**config.mk**
```make
export PLATFORM = sky130hd
export DESIGN_NAME = rgb_to_hsl_converter_unit_flat
export DESIGN_NICKNAME = d
export VERILOG_FILES = /design/src/hdl/rth_pkg.sv /design/src/hdl/rth_ifs.sv /design/src/hdl/rth_prep.sv /design/src/hdl/rth_div_stage.sv /design/src/hdl/rgb_to_hsl_converter_unit.sv /design/src/flat_wrapper.sv
export SDC_FILE = /design/constraint.sdc
export NUM_CORES = 1
export LEC_CHECK = 0
export BUFFER_PORTS_ARGS = -buffer_cell sky130_fd_sc_hd__buf_2
export CORE_ASPECT_RATIO = 0.9
export CORE_UTILIZATION = 40
export DETAILED_ROUTE_END_ITERATION = 10
export PLACE_DENSITY = 0.61
export SYNTH_ARGS = -nofsm -noshare
export SYNTH_HDL_FRONTEND = slang
export SYNTH_HIERARCHICAL = 1
export SYNTH_SLANG_ARGS = --single-unit
```
**constraint.sdc**
```tcl
create_clock -name clk -period 32.7 [get_ports clk]
set_clock_uncertainty 0.2 [all_clocks]
set_input_delay 4.905 -clock clk [delete_from_list [all_inputs] [get_ports clk]]
set_output_delay 4.905 -clock clk [all_outputs]
set_load 0.02 [all_outputs]
```
**src/hdl/rth_pkg.sv**
```systemverilog
`default_nettype none
package rth_pkg;

  localparam int COMP_BITS = 8;
  localparam int FRAC_BITS = 12;

  localparam int SUM_W  = COMP_BITS + 1;
  localparam int HDIV_W = COMP_BITS + 3;

  typedef logic [COMP_BITS-1:0] comp_t;
  typedef logic [SUM_W-1:0]     sum_t;
  typedef logic [HDIV_W-1:0]    hdiv_t;
  typedef logic [FRAC_BITS-1:0] frac_t;

  localparam int    COMP_MAX_I = (1 << COMP_BITS) - 1;
  localparam sum_t  COMP_MAX   = sum_t'(COMP_MAX_I);
  localparam sum_t  SUM_MAX    = sum_t'(2 * COMP_MAX_I);
  localparam frac_t FRAC_MAX   = frac_t'((1 << FRAC_BITS) - 1);

  // Word moving down the divider pipeline.
  typedef struct packed {
    logic  grey;
    logic  sat_full;
    sum_t  srem;
    sum_t  sden;
    frac_t squo;
    hdiv_t hrem;
    hdiv_t hdiv;
    frac_t hquo;
    sum_t  lsum;
  } work_t;

endpackage
`default_nettype wire

```
**src/hdl/rth_ifs.sv**
```systemverilog
`default_nettype none
interface rth_in_if;
  import rth_pkg::*;
  logic  valid;
  logic  ready;
  comp_t red;
  comp_t green;
  comp_t blue;
  modport source (output valid, output red, output green, output blue, input ready);
  modport sink (input valid, input red, input green, input blue, output ready);
endinterface

interface rth_out_if;
  import rth_pkg::*;
  logic  valid;
  logic  ready;
  frac_t hue_turn;
  frac_t saturation;
  sum_t  lightness_sum;
  modport source (output valid, output hue_turn, output saturation,
                  output lightness_sum, input ready);
  modport sink (input valid, input hue_turn, input saturation,
                input lightness_sum, output ready);
endinterface
`default_nettype wire

```
**src/hdl/rth_prep.sv**
```systemverilog
`default_nettype none
module rth_prep (
  input  wire logic           clk,
  input  wire logic           rst,
  input  wire logic           en,
  input  wire logic           in_valid,
  input  wire rth_pkg::comp_t r,
  input  wire rth_pkg::comp_t g,
  input  wire rth_pkg::comp_t b,
  output logic                out_valid,
  output rth_pkg::work_t      out_work
);
  import rth_pkg::*;

  logic  red_max;
  logic  green_max;
  comp_t hi;
  comp_t lo;
  comp_t delta;
  sum_t  sum;
  sum_t  den;
  hdiv_t d6;
  hdiv_t num;
  work_t work_next;

  always_comb begin
    red_max   = (r >= g) && (r >= b);
    green_max = !red_max && (g >= b);
    hi = red_max ? r : (green_max ? g : b);
    if (r <= g && r <= b) begin
      lo = r;
    end else if (g <= b) begin
      lo = g;
    end else begin
      lo = b;
    end
    delta = hi - lo;
    sum   = sum_t'(hi) + sum_t'(lo);
    den   = (sum <= COMP_MAX) ? sum : SUM_MAX - sum;
    d6    = (hdiv_t'(delta) << 2) + (hdiv_t'(delta) << 1);
    // Sextant numerator, wrapped into [0, 6*delta)
    if (red_max) begin
      num = (g >= b) ? hdiv_t'(g - b) : d6 - hdiv_t'(b - g);
    end else if (green_max) begin
      num = (hdiv_t'(delta) << 1) + hdiv_t'(b) - hdiv_t'(r);
    end else begin
      num = (hdiv_t'(delta) << 2) + hdiv_t'(r) - hdiv_t'(g);
    end

    work_next.grey     = (delta == '0);
    work_next.sat_full = (sum_t'(delta) == den);
    work_next.srem     = sum_t'(delta);
    work_next.sden     = den;
    work_next.squo     = '0;
    work_next.hrem     = num;
    work_next.hdiv     = d6;
    work_next.hquo     = '0;
    work_next.lsum     = sum;
  end

  always_ff @(posedge clk) begin
    if (rst) begin
      out_valid <= 1'b0;
    end else if (en) begin
      out_valid <= in_valid;
    end
  end

  always_ff @(posedge clk) begin
    if (en) begin
      out_work <= work_next;
    end
  end

endmodule
`default_nettype wire

```
**src/hdl/rth_div_stage.sv**
```systemverilog
`default_nettype none
module rth_div_stage (
  input  wire logic           clk,
  input  wire logic           rst,
  input  wire logic           en,
  input  wire logic           in_valid,
  input  wire rth_pkg::work_t in_work,
  output logic                out_valid,
  output rth_pkg::work_t      out_work
);
  import rth_pkg::*;

  logic [SUM_W:0]  srem2;
  logic [SUM_W:0]  sdiff;
  logic            sge;
  logic [HDIV_W:0] hrem2;
  logic [HDIV_W:0] hdiff;
  logic            hge;
  work_t           work_next;

  // One restoring quotient bit for each divider
  always_comb begin
    srem2 = {in_work.srem, 1'b0};
    sge   = srem2 >= {1'b0, in_work.sden};
    sdiff = srem2 - {1'b0, in_work.sden};
    hrem2 = {in_work.hrem, 1'b0};
    hge   = hrem2 >= {1'b0, in_work.hdiv};
    hdiff = hrem2 - {1'b0, in_work.hdiv};

    work_next      = in_work;
    work_next.srem = sge ? sdiff[SUM_W-1:0] : srem2[SUM_W-1:0];
    work_next.squo = {in_work.squo[FRAC_BITS-2:0], sge};
    work_next.hrem = hge ? hdiff[HDIV_W-1:0] : hrem2[HDIV_W-1:0];
    work_next.hquo = {in_work.hquo[FRAC_BITS-2:0], hge};
  end

  always_ff @(posedge clk) begin
    if (rst) begin
      out_valid <= 1'b0;
    end else if (en) begin
      out_valid <= in_valid;
    end
  end

  always_ff @(posedge clk) begin
    if (en) begin
      out_work <= work_next;
    end
  end

endmodule
`default_nettype wire

```
**src/hdl/rgb_to_hsl_converter_unit.sv**
```systemverilog
// RGB to HSL pixel converter.
// Input channel pix carries one pixel word of red, green and blue components.
// Output channel hsl carries hue_turn (1/4096 of a turn), saturation
// (1/4096, clamped at 4095) and lightness_sum (max + min, over 510).
// Both channels use valid/ready; a word moves when both are high.
// The accepting edge loads a stage that finds max, min, sum and the two
// divisor/numerator pairs, then twelve stages each produce one quotient bit
// of the saturation and hue dividers.
// Throughput is one pixel per cycle; a new pixel is taken every cycle
// while the output is empty or being taken.
// When the receiver holds ready low with a valid word, the whole pipeline
// freezes and pix.ready drops; nothing is lost or repeated.
// Synchronous reset empties every stage; hsl.valid is low afterwards.
`default_nettype none
module rgb_to_hsl_converter_unit (
  input wire logic  clk,
  input wire logic  rst,
  rth_in_if.sink    pix,
  rth_out_if.source hsl
);
  import rth_pkg::*;

  logic  en;
  logic  stage_valid [0:FRAC_BITS];
  work_t stage_work  [0:FRAC_BITS];
  work_t last;

  // Advance the pipeline unless a finished word is waiting
  assign en        = !hsl.valid || hsl.ready;
  assign pix.ready = en;

  rth_prep u_prep (
    .clk       (clk),
    .rst       (rst),
    .en        (en),
    .in_valid  (pix.valid),
    .r         (pix.red),
    .g         (pix.green),
    .b         (pix.blue),
    .out_valid (stage_valid[0]),
    .out_work  (stage_work[0])
  );

  for (genvar i = 0; i < FRAC_BITS; i++) begin : g_div
    rth_div_stage u_stage (
      .clk       (clk),
      .rst       (rst),
      .en        (en),
      .in_valid  (stage_valid[i]),
      .in_work   (stage_work[i]),
      .out_valid (stage_valid[i+1]),
      .out_work  (stage_work[i+1])
    );
  end

  assign last          = stage_work[FRAC_BITS];
  assign hsl.valid     = stage_valid[FRAC_BITS];
  assign hsl.lightness_sum = last.lsum;
  assign hsl.hue_turn  = last.grey ? '0 : last.hquo;
  // Saturation is clamped to FRAC_MAX when delta equals the divisor
  assign hsl.saturation = last.grey ? '0 : (last.sat_full ? FRAC_MAX : last.squo);

endmodule
`default_nettype wire

```
**src/flat_wrapper.sv**
```systemverilog
// flat-port wrapper written by rule: the top's interface ports become plain ports
module rgb_to_hsl_converter_unit_flat import rth_pkg::*;
  (clk, rst, pix_valid, pix_red, pix_green, pix_blue, pix_ready, hsl_valid, hsl_hue_turn, hsl_saturation, hsl_lightness_sum, hsl_ready);
  rth_in_if pix_i ();
  rth_out_if hsl_i ();
  input wire logic clk;
  input wire logic rst;
  input wire logic [$bits(pix_i.valid)-1:0] pix_valid;
  input wire logic [$bits(pix_i.red)-1:0] pix_red;
  input wire logic [$bits(pix_i.green)-1:0] pix_green;
  input wire logic [$bits(pix_i.blue)-1:0] pix_blue;
  output wire logic [$bits(pix_i.ready)-1:0] pix_ready;
  output wire logic [$bits(hsl_i.valid)-1:0] hsl_valid;
  output wire logic [$bits(hsl_i.hue_turn)-1:0] hsl_hue_turn;
  output wire logic [$bits(hsl_i.saturation)-1:0] hsl_saturation;
  output wire logic [$bits(hsl_i.lightness_sum)-1:0] hsl_lightness_sum;
  input wire logic [$bits(hsl_i.ready)-1:0] hsl_ready;
  assign pix_i.valid = pix_valid;
  assign pix_i.red = pix_red;
  assign pix_i.green = pix_green;
  assign pix_i.blue = pix_blue;
  assign pix_ready = pix_i.ready;
  assign hsl_valid = hsl_i.valid;
  assign hsl_hue_turn = hsl_i.hue_turn;
  assign hsl_saturation = hsl_i.saturation;
  assign hsl_lightness_sum = hsl_i.lightness_sum;
  assign hsl_i.ready = hsl_ready;
  rgb_to_hsl_converter_unit u_core (.clk(clk), .rst(rst), .pix(pix_i), .hsl(hsl_i));
endmodule
```
==> impl_metrics.json <==
{
  "critPathKind": "primary input to flip-flop",
  "hold_viol": 0,
  "r2r_start": "u_core/g_div[11].u_stage/out_valid",
  "relSlewSlack_pct": 28.0,
  "drc_errors": 0,
  "dp.cells": 4948,
  "wl_per_cell_um": 15.9,
  "finalSetupViolations": 0,
  "arrival_ns": 11.94,
  "track_usage_pct": 14.8,
  "fin_nets": 4000,
  "fp.dieW_um": 348,
  "path_max_fanout": 8,
  "tritoncts": "yes",
  "routabilityCongestion": 0.874,
  "avgSynthCellArea_um2": 12.3,
  "drv_slew": 0,
  "rsz0062_at_grt": "no",
  "worstSetupStartpoint": "pix_blue[1]",
  "antenna_found_initial": 1,
  "grt_pass1_wl_um": 132000,
  "hp-start": "u_core/g_div[7].u_stage/out_work[74]",
  "grt_pass1_vias": 25513,
  "overflow": 0,
  "yosysWarnings": 6,
  "crit_top_cell": "ha_1",
  "ant_nets": 0,
  "viasPerCell": 5.09,
  "num_antenna_cells": 0,
  "fp.dieH_um": 314,
  "max_cap_violations": 0,
  "cp_slowest_cell": "nor2_1",
  "max_stage_delay_ns": 0.72,
  "critPathLaunchType": "primary input",
  "final_cells": 5108,
  "vias": 26018,
  "grt_max_degree": 154,
  "first_pass_iters": 5,
  "fin_crit_sh_pct": 36.0,
  "start_util_pct": 40.6,
  "min_period_ns": 11.76,
  "cts_hold_buf": 0,
  "core-area_mm2": 0.106,
  "cp_top_family": "compound AO/OA/AOI/OAI gates",
  "clockBufferDepth": 3,
  "io_buffers": 62,
  "num_rows": 113,
  "clkTransAtPathRegs_ns": 0.06,
  "hp-class": "flip-flop to flip-flop",
  "netlist_instances": 3495,
  "drt_iter0_drc": 1432,
  "cts_num_sinks": 787,
  "cts_resized": 0,
  "clk_latency_ns": 0.66,
  "die-area_mm2": 0.109,
  "cp_num_buf_inv": 3,
  "max_freq_mhz": 85.1,
  "cts_setup_buffers": 0,
  "routed_wl_um": 81200,
  "holdWs_ns": 0.192,
  "tightest_slew_ns": 1.07,
  "htree_levels": 3,
  "r2r_slack_ns": 28.25,
  "status": "completed",
  "crit_required_ns": 32.88,
  "tns_ns": 0,
  "endpoint_kind": "flip-flop",
  "synthToLayoutAreaGrowth_pct": 11.4,
  "syn_area_mm2": 0.0431,
  "drive_gt1_share_pct": 10.8,
  "cts_buffers": 87,
  "place_hpwl_um": 59300,
  "io_pins": 63,
  "cts_root_buffer": "clkbuf_16"
}
## sequential cells by signal (all words and copies together) (netlist names)
register	cells
u_core/g_div.u_stage/out_work	728
u_core/u_prep/out_work	46
u_core/g_div.u_stage/out_valid	12
u_core/u_prep/out_valid	1
## per-layer routing
metal	track usage, %	vias up	share of wire, %
li1	-	13163	-
met1	19.6	12320	47
met2	24.3	390	46
met3	2.46	145	3.5
met4	5.72	0	3.5
met5	0	-	0
## through the flow
stage                     cell area (um^2)  utilization [%]  setup slack, ns
after floorplan                      43100                -             3.70
after global placement               45100             42.4            20.48
after detailed placement             45100             42.4            20.27
after CTS                            48100             45.3            20.99
after global routing                 48100             45.3            20.45
final                                48100             45.3            20.94
## final timing paths
kind / cells after the start / endpoint
worst min-delay path: 0 / u_core/g_div[8].u_stage/out_work[74]
worst max-delay path: 28 / u_core/u_prep/out_work[40]
worst max register to register: 5 / u_core/g_div[2].u_stage/out_work[73]
worst min register to register: 0 / u_core/g_div[8].u_stage/out_work[74]
## cell type report
type	instances	area [um^2]
inverter	389	1460
clock buffer	103	2290
multi-input combinational	2257	17900
clock inverter	57	702
fill	9631	58100
timing repair buffer	78	443
sequential	787	23500
tap	1437	1800
## worst reg2reg max path, cell delays in order, from the launching register on
cell,delay [ns]
dfxtp_1,0.34
nand2b_4,0.36
buf_4,0.76
buf_12,0.71
buf_4,0.81
buf_4,0.83
## cell usage in the layout (no fill, tap or decap), types with 26 or more instances in the layout
cell       count
inv_1        374
nand3_1       31
ha_1         326
xnor2_1      106
o31a_1        26
clkbuf_16     89
a21oi_1      195
o21bai_1      26
nand2_1      170
nor2b_1       53
and3_1        36
fa_1          46
o21ai_0      196
nor2_1       186
mux2i_1       61
a21o_1        48
xor2_1        47
edfxtp_1     774
mux2_2        85
nand2b_1      38
buf_2         62
o21a_1        49
nor3_1        59
a211oi_1      67
or4_1         36
Power is left out: the tool's default activity adds up to more than one toggle a clock period on the data nets, which glitch-free logic cannot reach.
